===== config.mk =====
export PLATFORM = sky130hd
export DESIGN_NAME = pixel_weight_flag_combiner_top_flat
export DESIGN_NICKNAME = d
export VERILOG_FILES = /design/src/rtl/pwfc_pkg.sv /design/src/rtl/pwfc_if.sv /design/src/rtl/pixel_weight_flag_combiner_top.sv /design/src/rtl/pwfc_cfg_regs.sv /design/src/rtl/pwfc_pixel_logic.sv /design/src/rtl/pwfc_stat_counters.sv /design/src/flat_wrapper.sv
export SDC_FILE = /design/constraint.sdc
export NUM_CORES = 1
export LEC_CHECK = 0
export ABC_AREA = 1
export BUFFER_PORTS_ARGS = -buffer_cell sky130_fd_sc_hd__buf_2
export CAP_MARGIN = 25
export CORE_ASPECT_RATIO = 0.9
export CORE_MARGIN = 4
export CORE_UTILIZATION = 30
export DETAILED_ROUTE_END_ITERATION = 7
export PLACE_DENSITY = 0.57
export SLEW_MARGIN = 20
export SYNTH_ARGS = -nofsm -noshare
export SYNTH_HDL_FRONTEND = slang
export SYNTH_SLANG_ARGS = --single-unit

===== constraint.sdc =====
create_clock -name clk -period 6.26 [get_ports clk]
set_input_delay 0.626 -clock clk [delete_from_list [all_inputs] [get_ports clk]]
set_output_delay 0.626 -clock clk [all_outputs]
set_load 0.01 [all_outputs]

===== src/rtl/pwfc_pkg.sv =====
// Shared constants and types of the pixel weight and flag combiner.
`default_nettype none

package pwfc_pkg;

  localparam int WEIGHT_W   = 32;
  localparam int FLAG_IN_W  = 31;
  localparam int FLAG_OUT_W = 16;
  localparam int CNT_W      = 32;
  localparam int CFG_IDX_W  = 8;
  localparam int CFG_DATA_W = 64;

  // Remap slots: the first MAX_REMAP selected bits, at most four 16-bit masks
  localparam int MAX_REMAP   = 4;
  localparam int REMAP_SLOTS = 4;
  localparam int NUM_SLOTS   = (MAX_REMAP < REMAP_SLOTS) ? MAX_REMAP : REMAP_SLOTS;

  localparam logic [CNT_W-1:0] CNT_MAX = {CNT_W{1'b1}};

  // Register indexes
  localparam logic [CFG_IDX_W-1:0] REG_THRESH_LOW       = 8'd0;
  localparam logic [CFG_IDX_W-1:0] REG_THRESH_HIGH      = 8'd1;
  localparam logic [CFG_IDX_W-1:0] REG_REJECT_FLAG_MASK = 8'd2;
  localparam logic [CFG_IDX_W-1:0] REG_WEIGHT_ZERO_MASK = 8'd3;
  localparam logic [CFG_IDX_W-1:0] REG_FLAG_SELECT_MASK = 8'd4;
  localparam logic [CFG_IDX_W-1:0] REG_REMAP_WORDS      = 8'd5;
  localparam logic [CFG_IDX_W-1:0] REG_AREA_FLAG_MASK   = 8'd6;
  localparam logic [CFG_IDX_W-1:0] REG_WEIGHT_LIMIT     = 8'd7;

  typedef struct packed {
    logic signed [WEIGHT_W-1:0]         thresh_low;
    logic signed [WEIGHT_W-1:0]         thresh_high;
    logic [FLAG_OUT_W-1:0]              reject_flag_mask;
    logic [FLAG_IN_W-1:0]               weight_zero_mask;
    logic [FLAG_IN_W-1:0]               flag_select_mask;
    logic [REMAP_SLOTS*FLAG_OUT_W-1:0]  remap_words;
    logic [FLAG_OUT_W-1:0]              area_flag_mask;
    logic signed [WEIGHT_W-1:0]         weight_limit;
  } cfg_t;

  // Per-pixel result of the combine logic
  typedef struct packed {
    logic signed [WEIGHT_W-1:0] weight_out;
    logic [FLAG_OUT_W-1:0]      flag_out;
    logic                       area_hit;
    logic                       limit_hit;
  } pix_res_t;

endpackage

`default_nettype wire


===== src/rtl/pwfc_if.sv =====
// Channel interfaces: pixel input, result output and register write.
`default_nettype none

interface pwfc_in_if;
  import pwfc_pkg::*;
  logic                       valid;
  logic                       ready;
  logic signed [WEIGHT_W-1:0] weight_in;
  logic [FLAG_IN_W-1:0]       flag_in;
  logic                       last_pixel;

  modport source (output valid, weight_in, flag_in, last_pixel, input ready);
  modport sink   (input valid, weight_in, flag_in, last_pixel, output ready);
endinterface

interface pwfc_out_if;
  import pwfc_pkg::*;
  logic                       valid;
  logic                       ready;
  logic signed [WEIGHT_W-1:0] weight_out;
  logic [FLAG_OUT_W-1:0]      flag_out;
  logic [CNT_W-1:0]           flagged_count;
  logic [CNT_W-1:0]           weighted_count;
  logic                       image_done;

  modport source (output valid, weight_out, flag_out, flagged_count, weighted_count,
                  image_done, input ready);
  modport sink   (input valid, weight_out, flag_out, flagged_count, weighted_count,
                  image_done, output ready);
endinterface

interface pwfc_cfg_if;
  import pwfc_pkg::*;
  logic                  valid;
  logic                  ready;
  logic [CFG_IDX_W-1:0]  index;
  logic [CFG_DATA_W-1:0] data;

  modport source (output valid, index, data, input ready);
  modport sink   (input valid, index, data, output ready);
endinterface

`default_nettype wire


===== src/rtl/pixel_weight_flag_combiner_top.sv =====
// Top level of the pixel weight and flag combiner.
//
//   channel   direction  handshake        payload
//   in_bus    in         valid / ready    weight_in, flag_in, last_pixel
//   out_bus   out        valid / ready    weight_out, flag_out, flagged_count,
//                                         weighted_count, image_done
//   cfg_bus   in         valid / ready    index, data (ready always high)
//
// One pixel per cycle sustained while out_bus.ready is high; a pixel passes the input
// register, then the combine logic and counters into the result register.
// rst_n is synchronous: it empties both stages, clears the totals and loads
// the register reset values. A stalled result holds the result register; the
// input register still fills behind it, so ready drops only when both are full.
`default_nettype none

module pixel_weight_flag_combiner_top (
  input  logic     clk,
  input  logic     rst_n,
  pwfc_in_if.sink  in_bus,
  pwfc_out_if.source out_bus,
  pwfc_cfg_if.sink cfg_bus
);
  import pwfc_pkg::*;

  cfg_t     cfg;
  pix_res_t res;

  logic                       s1_valid_r;
  logic signed [WEIGHT_W-1:0] s1_weight_r;
  logic [FLAG_IN_W-1:0]       s1_flag_r;
  logic                       s1_last_r;

  logic                       out_valid_r;
  logic signed [WEIGHT_W-1:0] out_weight_r;
  logic [FLAG_OUT_W-1:0]      out_flag_r;
  logic [CNT_W-1:0]           out_fcnt_r;
  logic [CNT_W-1:0]           out_wcnt_r;
  logic                       out_done_r;

  logic             out_adv;
  logic             s1_adv;
  logic             upd;
  logic [CNT_W-1:0] flagged_count;
  logic [CNT_W-1:0] weighted_count;

  pwfc_cfg_regs u_cfg (
    .clk     (clk),
    .rst_n   (rst_n),
    .cfg_bus (cfg_bus),
    .cfg     (cfg)
  );

  pwfc_pixel_logic u_pix (
    .cfg       (cfg),
    .weight_in (s1_weight_r),
    .flag_in   (s1_flag_r),
    .res       (res)
  );

  pwfc_stat_counters u_cnt (
    .clk            (clk),
    .rst_n          (rst_n),
    .upd            (upd),
    .area_hit       (res.area_hit),
    .limit_hit      (res.limit_hit),
    .last_pixel     (s1_last_r),
    .flagged_count  (flagged_count),
    .weighted_count (weighted_count)
  );

  // Stage enables
  assign out_adv      = !out_valid_r || out_bus.ready;
  assign s1_adv       = !s1_valid_r || out_adv;
  assign upd          = s1_valid_r && out_adv;
  assign in_bus.ready = s1_adv;

  // Input register
  always_ff @(posedge clk) begin
    if (!rst_n) begin
      s1_valid_r <= 1'b0;
    end else if (s1_adv) begin
      s1_valid_r <= in_bus.valid;
    end
  end

  always_ff @(posedge clk) begin
    if (s1_adv && in_bus.valid) begin
      s1_weight_r <= in_bus.weight_in;
      s1_flag_r   <= in_bus.flag_in;
      s1_last_r   <= in_bus.last_pixel;
    end
  end

  // Result register
  always_ff @(posedge clk) begin
    if (!rst_n) begin
      out_valid_r <= 1'b0;
    end else if (out_adv) begin
      out_valid_r <= s1_valid_r;
    end
  end

  always_ff @(posedge clk) begin
    if (upd) begin
      out_weight_r <= res.weight_out;
      out_flag_r   <= res.flag_out;
      out_fcnt_r   <= flagged_count;
      out_wcnt_r   <= weighted_count;
      out_done_r   <= s1_last_r;
    end
  end

  assign out_bus.valid          = out_valid_r;
  assign out_bus.weight_out     = out_weight_r;
  assign out_bus.flag_out       = out_flag_r;
  assign out_bus.flagged_count  = out_fcnt_r;
  assign out_bus.weighted_count = out_wcnt_r;
  assign out_bus.image_done     = out_done_r;

  a_s1_holds: assert property (@(posedge clk) disable iff (!rst_n)
    s1_valid_r && !out_adv |=> s1_valid_r && $stable(s1_weight_r) && $stable(s1_last_r))
    else $error("input stage lost a pending pixel");

  a_ready_when_empty: assert property (@(posedge clk) disable iff (!rst_n)
    !s1_valid_r |-> in_bus.ready)
    else $error("input stalled with empty stage");

  a_result_follows: assert property (@(posedge clk) disable iff (!rst_n)
    upd |=> out_valid_r)
    else $error("advanced pixel did not reach the result register");

endmodule

`default_nettype wire


===== src/rtl/pwfc_cfg_regs.sv =====
// Configuration register file of the combiner.
`default_nettype none

module pwfc_cfg_regs (
  input  logic          clk,
  input  logic          rst_n,
  pwfc_cfg_if.sink      cfg_bus,
  output pwfc_pkg::cfg_t cfg
);
  import pwfc_pkg::*;

  cfg_t cfg_r;

  // Always take a write transaction
  assign cfg_bus.ready = 1'b1;
  assign cfg = cfg_r;

  // Decode the index and update one register; unknown indexes drop
  always_ff @(posedge clk) begin
    if (!rst_n) begin
      cfg_r <= '{thresh_high: {1'b0, {(WEIGHT_W-1){1'b1}}}, default: '0};
    end else if (cfg_bus.valid) begin
      unique case (cfg_bus.index)
        REG_THRESH_LOW:       cfg_r.thresh_low       <= cfg_bus.data[WEIGHT_W-1:0];
        REG_THRESH_HIGH:      cfg_r.thresh_high      <= cfg_bus.data[WEIGHT_W-1:0];
        REG_REJECT_FLAG_MASK: cfg_r.reject_flag_mask <= cfg_bus.data[FLAG_OUT_W-1:0];
        REG_WEIGHT_ZERO_MASK: cfg_r.weight_zero_mask <= cfg_bus.data[FLAG_IN_W-1:0];
        REG_FLAG_SELECT_MASK: cfg_r.flag_select_mask <= cfg_bus.data[FLAG_IN_W-1:0];
        REG_REMAP_WORDS:
          cfg_r.remap_words <= cfg_bus.data[REMAP_SLOTS*FLAG_OUT_W-1:0];
        REG_AREA_FLAG_MASK:   cfg_r.area_flag_mask   <= cfg_bus.data[FLAG_OUT_W-1:0];
        REG_WEIGHT_LIMIT:     cfg_r.weight_limit     <= cfg_bus.data[WEIGHT_W-1:0];
        default: ;
      endcase
    end
  end

endmodule

`default_nettype wire


===== src/rtl/pwfc_pixel_logic.sv =====
// Combinational weight range test, zeroing and flag remap for one pixel.
`default_nettype none

module pwfc_pixel_logic (
  input  pwfc_pkg::cfg_t                     cfg,
  input  logic signed [pwfc_pkg::WEIGHT_W-1:0] weight_in,
  input  logic [pwfc_pkg::FLAG_IN_W-1:0]     flag_in,
  output pwfc_pkg::pix_res_t                 res
);
  import pwfc_pkg::*;

  logic signed [WEIGHT_W-1:0] w;
  logic signed [WEIGHT_W-1:0] low;
  logic signed [WEIGHT_W-1:0] high;
  logic signed [WEIGHT_W-1:0] limit;
  logic signed [WEIGHT_W-1:0] wo;
  logic                       out_of_range;
  logic [FLAG_IN_W-1:0]       rem;
  logic [FLAG_IN_W-1:0]       slot;
  logic [FLAG_OUT_W-1:0]      fo;

  assign w     = weight_in;
  assign low   = cfg.thresh_low;
  assign high  = cfg.thresh_high;
  assign limit = cfg.weight_limit;

  // Range test and weight zeroing
  assign out_of_range = (w > high) || (w < low);
  assign wo = (out_of_range || ((flag_in & cfg.weight_zero_mask) != '0)) ? '0 : w;

  // Peel off the selected bits lowest first; slot k gets remap mask k
  always_comb begin
    rem  = cfg.flag_select_mask;
    slot = '0;
    fo   = out_of_range ? cfg.reject_flag_mask : '0;
    for (int k = 0; k < NUM_SLOTS; k++) begin
      slot = rem & (~rem + 1'b1);
      if ((flag_in & slot) != '0) begin
        fo = fo | cfg.remap_words[k*FLAG_OUT_W +: FLAG_OUT_W];
      end
      rem = rem & ~slot;
    end
  end

  assign res.weight_out = wo;
  assign res.flag_out   = fo;
  assign res.area_hit   = (fo & cfg.area_flag_mask) != '0;
  assign res.limit_hit  = wo > limit;

endmodule

`default_nettype wire


===== src/rtl/pwfc_stat_counters.sv =====
// Saturating per-image counts of flagged pixels and pixels above the weight limit.
`default_nettype none

module pwfc_stat_counters (
  input  logic                        clk,
  input  logic                        rst_n,
  input  logic                        upd,
  input  logic                        area_hit,
  input  logic                        limit_hit,
  input  logic                        last_pixel,
  output logic [pwfc_pkg::CNT_W-1:0]  flagged_count,
  output logic [pwfc_pkg::CNT_W-1:0]  weighted_count
);
  import pwfc_pkg::*;

  logic [CNT_W-1:0] flagged_total_r;
  logic [CNT_W-1:0] flagged_total_nxt;
  logic [CNT_W-1:0] weighted_total_r;
  logic [CNT_W-1:0] weighted_total_nxt;

  // Counts that include the current pixel, held at the maximum
  assign flagged_count  = (area_hit && flagged_total_r != CNT_MAX) ?
                          flagged_total_r + 1'b1 : flagged_total_r;
  assign weighted_count = (limit_hit && weighted_total_r != CNT_MAX) ?
                          weighted_total_r + 1'b1 : weighted_total_r;

  // Advance on each transaction, clear after the final pixel
  always_comb begin
    flagged_total_nxt  = flagged_total_r;
    weighted_total_nxt = weighted_total_r;
    if (upd) begin
      flagged_total_nxt  = last_pixel ? '0 : flagged_count;
      weighted_total_nxt = last_pixel ? '0 : weighted_count;
    end
  end

  always_ff @(posedge clk) begin
    if (!rst_n) begin
      flagged_total_r  <= '0;
      weighted_total_r <= '0;
    end else begin
      flagged_total_r  <= flagged_total_nxt;
      weighted_total_r <= weighted_total_nxt;
    end
  end

  a_clear_after_last: assert property (@(posedge clk) disable iff (!rst_n)
    upd && last_pixel |=> flagged_total_r == '0 && weighted_total_r == '0)
    else $error("totals not cleared after final pixel");

  a_flagged_saturates: assert property (@(posedge clk) disable iff (!rst_n)
    upd && !last_pixel && flagged_total_r == CNT_MAX |=> flagged_total_r == CNT_MAX)
    else $error("flagged total wrapped");

  a_idle_hold: assert property (@(posedge clk) disable iff (!rst_n)
    !upd |=> $stable(flagged_total_r) && $stable(weighted_total_r))
    else $error("totals moved without a transaction");

endmodule

`default_nettype wire


===== src/flat_wrapper.sv =====
// flat-port wrapper written by rule: the top's interface ports become plain ports
module pixel_weight_flag_combiner_top_flat import pwfc_pkg::*;
  (clk, rst_n, in_bus_valid, in_bus_weight_in, in_bus_flag_in, in_bus_last_pixel, in_bus_ready, out_bus_valid, out_bus_weight_out, out_bus_flag_out, out_bus_flagged_count, out_bus_weighted_count, out_bus_image_done, out_bus_ready, cfg_bus_valid, cfg_bus_index, cfg_bus_data, cfg_bus_ready);
  pwfc_in_if in_bus_i ();
  pwfc_out_if out_bus_i ();
  pwfc_cfg_if cfg_bus_i ();
  input  logic clk;
  input  logic rst_n;
  input wire logic [$bits(in_bus_i.valid)-1:0] in_bus_valid;
  input wire logic [$bits(in_bus_i.weight_in)-1:0] in_bus_weight_in;
  input wire logic [$bits(in_bus_i.flag_in)-1:0] in_bus_flag_in;
  input wire logic [$bits(in_bus_i.last_pixel)-1:0] in_bus_last_pixel;
  output wire logic [$bits(in_bus_i.ready)-1:0] in_bus_ready;
  output wire logic [$bits(out_bus_i.valid)-1:0] out_bus_valid;
  output wire logic [$bits(out_bus_i.weight_out)-1:0] out_bus_weight_out;
  output wire logic [$bits(out_bus_i.flag_out)-1:0] out_bus_flag_out;
  output wire logic [$bits(out_bus_i.flagged_count)-1:0] out_bus_flagged_count;
  output wire logic [$bits(out_bus_i.weighted_count)-1:0] out_bus_weighted_count;
  output wire logic [$bits(out_bus_i.image_done)-1:0] out_bus_image_done;
  input wire logic [$bits(out_bus_i.ready)-1:0] out_bus_ready;
  input wire logic [$bits(cfg_bus_i.valid)-1:0] cfg_bus_valid;
  input wire logic [$bits(cfg_bus_i.index)-1:0] cfg_bus_index;
  input wire logic [$bits(cfg_bus_i.data)-1:0] cfg_bus_data;
  output wire logic [$bits(cfg_bus_i.ready)-1:0] cfg_bus_ready;
  assign in_bus_i.valid = in_bus_valid;
  assign in_bus_i.weight_in = in_bus_weight_in;
  assign in_bus_i.flag_in = in_bus_flag_in;
  assign in_bus_i.last_pixel = in_bus_last_pixel;
  assign in_bus_ready = in_bus_i.ready;
  assign out_bus_valid = out_bus_i.valid;
  assign out_bus_weight_out = out_bus_i.weight_out;
  assign out_bus_flag_out = out_bus_i.flag_out;
  assign out_bus_flagged_count = out_bus_i.flagged_count;
  assign out_bus_weighted_count = out_bus_i.weighted_count;
  assign out_bus_image_done = out_bus_i.image_done;
  assign out_bus_i.ready = out_bus_ready;
  assign cfg_bus_i.valid = cfg_bus_valid;
  assign cfg_bus_i.index = cfg_bus_index;
  assign cfg_bus_i.data = cfg_bus_data;
  assign cfg_bus_ready = cfg_bus_i.ready;
  pixel_weight_flag_combiner_top u_core (.clk(clk), .rst_n(rst_n), .in_bus(in_bus_i), .out_bus(out_bus_i), .cfg_bus(cfg_bus_i));
endmodule

==> results.txt <==
number of input and output port buffers inserted - 255
met2 WL - 37200 µm
normalized max-slew margin - 35.7%
flip-flop and latch count after synthesis - 497
drt via density - 4.70
WP data required - 6.73 ns
ys async rst share - 0%
kind of capture point of the worst setup path - flip-flop
setup-violating endpoint count in the final report - 0
kind of cell adding the most delay to the critical path - simple AND/OR/NAND/NOR gates
area of the mapped netlist - 25500 µm²
DR WL/cell - 17.2 µm
die outline area - 89700 µm²
max-capacitance violation count - 0
top achievable clock speed - 176 MHz
CP Buf/Inv Count - 2
IR Drop Worst-Case VDD - 0.000175 V
critical setup path kind - reg -> reg
Met3 Wirelength - 4320 µm
proportion of layout cells with a drive suffix above 1 - 15.0%
global route total overflow - 0
Filler cells - 8885
synthesized netlist net count - 3547
row count - 101
uppermost layer routed - met5
leak pwr - 13.7 nW
highest net fanout along the worst path - 32
global placer's final weighted congestion - 0.911
clock latency on the worst-skew pair - 0.63 ns
Post-DP Area - 28000 µm²
Post-Route WL - 81200 µm
warning count from the yosys run - 0
measured slew at the worst slew-check pin - 0.965 ns
die width - 315 µm
Detail Placement HPWL - 60300 µm
top flip-flop cell by instance count after synthesis - sky130_fd_sc_hd__dfxtp_1
number of iterations in the first detailed-routing pass - 7
Final Total Pwr - 0.00733 W
areal power density over the cells - 244 nW/µm²
number of DRC violations after detailed-routing iteration 0 - 1554
vias in the first global route - 21100
overall routing resource usage - 17.7%
clock-pin transition on the worst setup and hold timing paths - 0.06 ns
fraction of the cycle the final worst path needs - 90.7%
crit start category - flip-flop
cell types occupying the most area after synthesis - sky130_fd_sc_hd__dfxtp_1 (25%), sky130_fd_sc_hd__edfxtp_1 (21%), sky130_fd_sc_hd__nand2_1 (10%), sky130_fd_sc_hd__inv_1 (6.3%), sky130_fd_sc_hd__a21oi_1 (6.1%)
Arr. time, crit path - 6.15 ns
minimum clock period - 5.68 ns
commonest non-fill, non-tap cell in the layout - sky130_fd_sc_hd__nand2_1
Die Ht - 285 µm
commonest non-fill, non-tap cells in the layout - sky130_fd_sc_hd__nand2_1 (678), sky130_fd_sc_hd__inv_1 (426), sky130_fd_sc_hd__dfxtp_1 (320)
final routed DRC violation total - 0
Max clock buf depth - 3
detailed-route via count - 22100
largest net degree at the start of global routing - 208
final worst clock skew - 0.0165 ns
total negative slack for setup checks - 0 ns
I/O pin total - 257
H-tree levels - 2
CTS buffer count - 56
root buffer selected by CTS - sky130_fd_sc_hd__clkbuf_16
clock sink total - 497
Post CTS Setup Buffer Count - 0
Hold Violations, Final - 0
class of the worst hold path - in -> reg
cell type with the highest aggregate area in the netlist - sky130_fd_sc_hd__dfxtp_1
delay of the slowest cell on the worst path - 0.42 ns
ANT nets after route - 0
Nets - 3768
Post-synth EDFFs - 177
area of the placeable core - 84300 µm²
Cell Count Post-Placement - 4604
most used cell, CP - sky130_fd_sc_hd__nand2_1
result of the run - completed
instance count of the mapped netlist - 3309
Final Instance Area - 30000 µm²
sequential element share of the synthesized area - 46.0%
crit path max-delay cell type - sky130_fd_sc_hd__edfxtp_1
starting utilization of the core area - 30.2%
wire length of the first global-routing pass - 124000 µm
area growth from synthesis to final layout - 17.7%
antenna violations before repair - 15
Post-CTS Hold Buffers - 0
Slew Viols, Final - 0
wire length on met1 - 37100 µm
proportion of netlist area held by the largest area contributor - 25.1%
smallest hold slack - 0.176 ns
library cells used by synthesis - 56
TritonCTS clock tree - yes
final cell count without fillers - 4714
synthesized area divided by synthesized cell count - 7.70 µm²
[timing repair]
item | 4_1_cts | 5_1_grt
resized for setup | 2 | 13
hold endpoints to repair | 0 | 0
setup endpoints to repair | 10 | 28
[through the flow]
step | utilization [%] | setup WS (ns)
floorplan | - | 1.31
global placement | 33.1 | -0.176
detailed placement | 33.2 | -0.218
CTS | 35.5 | 0.00826
global route | 35.6 | -0.00287
finish | 35.6 | 0.582
[final cells by class]
cell class                 count  area (µm²)  share of cell area [%]
tap                         1133        1420                    4.73
clock inverter                34         364                    1.21
sequential                   497       11700                    39.1
multi-input combinational   2258       11800                    39.2
inverter                     437        1640                    5.48
antenna                        3        7.51                  0.0250
clock buffer                  72        1550                    5.16
timing repair buffer         280        1540                    5.12
[cells by family (layout without fill, tap and decap cells)]
logic type	count (synthesis)	in the layout	share of synthesized area, %
buffers and inverters	554	823	8.38
XOR/XNOR	56	56	1.92
AND/OR/NAND/NOR	1425	1425	24.6
other	1	4	0.0147
flip-flops	497	497	46.0
adder cells (fa/ha/maj)	97	97	4.76
AO/OA/AOI/OAI	679	679	14.3
[state kept, by name, indices dropped and copies added (netlist names), 16 cells and up]
register / count
u_core.out_bus.weight_out: 32
u_core.out_bus.flagged_count: 32
u_core.out_bus.weighted_count: 32
u_core.u_cnt.flagged_total_r: 32
u_core.u_cfg.cfg: 254
u_core.u_cnt.weighted_total_r: 32
u_core.s1_weight_r: 32
u_core.s1_flag_r: 31
u_core.out_bus.flag_out: 16
[report_power, final]
group	total [W]	internal (W)	switching [W]
logic	0.000437	0.000131	0.000306
registers	0.00347	0.00342	0.0000516
clock network	0.00342	0.00197	0.00145
total	0.00733	0.00552	0.00181
[layer usage]
layer | vias up | global-route usage, %
li1 | 11400 | -
met1 | 10100 | 23.8
met2 | 491 | 28.9
met3 | 134 | 3.00
met4 | 16 | 5.48
met5 | - | 0
[path summary, 6_finish.rpt]
| kind | start | end | slack [ns] | cells past startpoint |
|---|---|---|---|---|
| min reg2reg | u_core.u_cnt.weighted_total_r[31] | u_core.u_cnt.weighted_total_r[31] | 0.48 | 2 |
| max | u_core.s1_weight_r[31] | u_core.u_cnt.weighted_total_r[28] | 0.58 | 30 |
| min | in_bus_flag_in[3] | u_core.s1_flag_r[3] | 0.18 | 1 |
| max reg2reg | u_core.s1_weight_r[31] | u_core.u_cnt.weighted_total_r[28] | 0.58 | 30 |
[worst register-to-register path: cells and delay by family, from the launching register on]
kind,cells,cell delay (ns)
and+or+nand+nor,23,3.82
adders and majority gates,2,0.63
DFF,1,0.42
buffers and inverters,2,0.29
AOI/OAI and AO/OA,2,0.22
xor gates and xnor gates,1,0.15
[Yosys cell counts, types with 45 or more instances]
| master | instances |
|---|---|
| sky130_fd_sc_hd__ha_1 | 97 |
| sky130_fd_sc_hd__nand2_2 | 63 |
| sky130_fd_sc_hd__nor2_1 | 312 |
| sky130_fd_sc_hd__edfxtp_1 | 177 |
| sky130_fd_sc_hd__nand2_1 | 679 |
| sky130_fd_sc_hd__nand3_1 | 158 |
| sky130_fd_sc_hd__dfxtp_1 | 320 |
| sky130_fd_sc_hd__inv_1 | 429 |
| sky130_fd_sc_hd__nor3_1 | 76 |
| sky130_fd_sc_hd__o21ai_0 | 272 |
| sky130_fd_sc_hd__nand4_1 | 45 |
| sky130_fd_sc_hd__clkbuf_1 | 101 |
| sky130_fd_sc_hd__a21oi_1 | 311 |
Power figures use the tool's default switching activity.
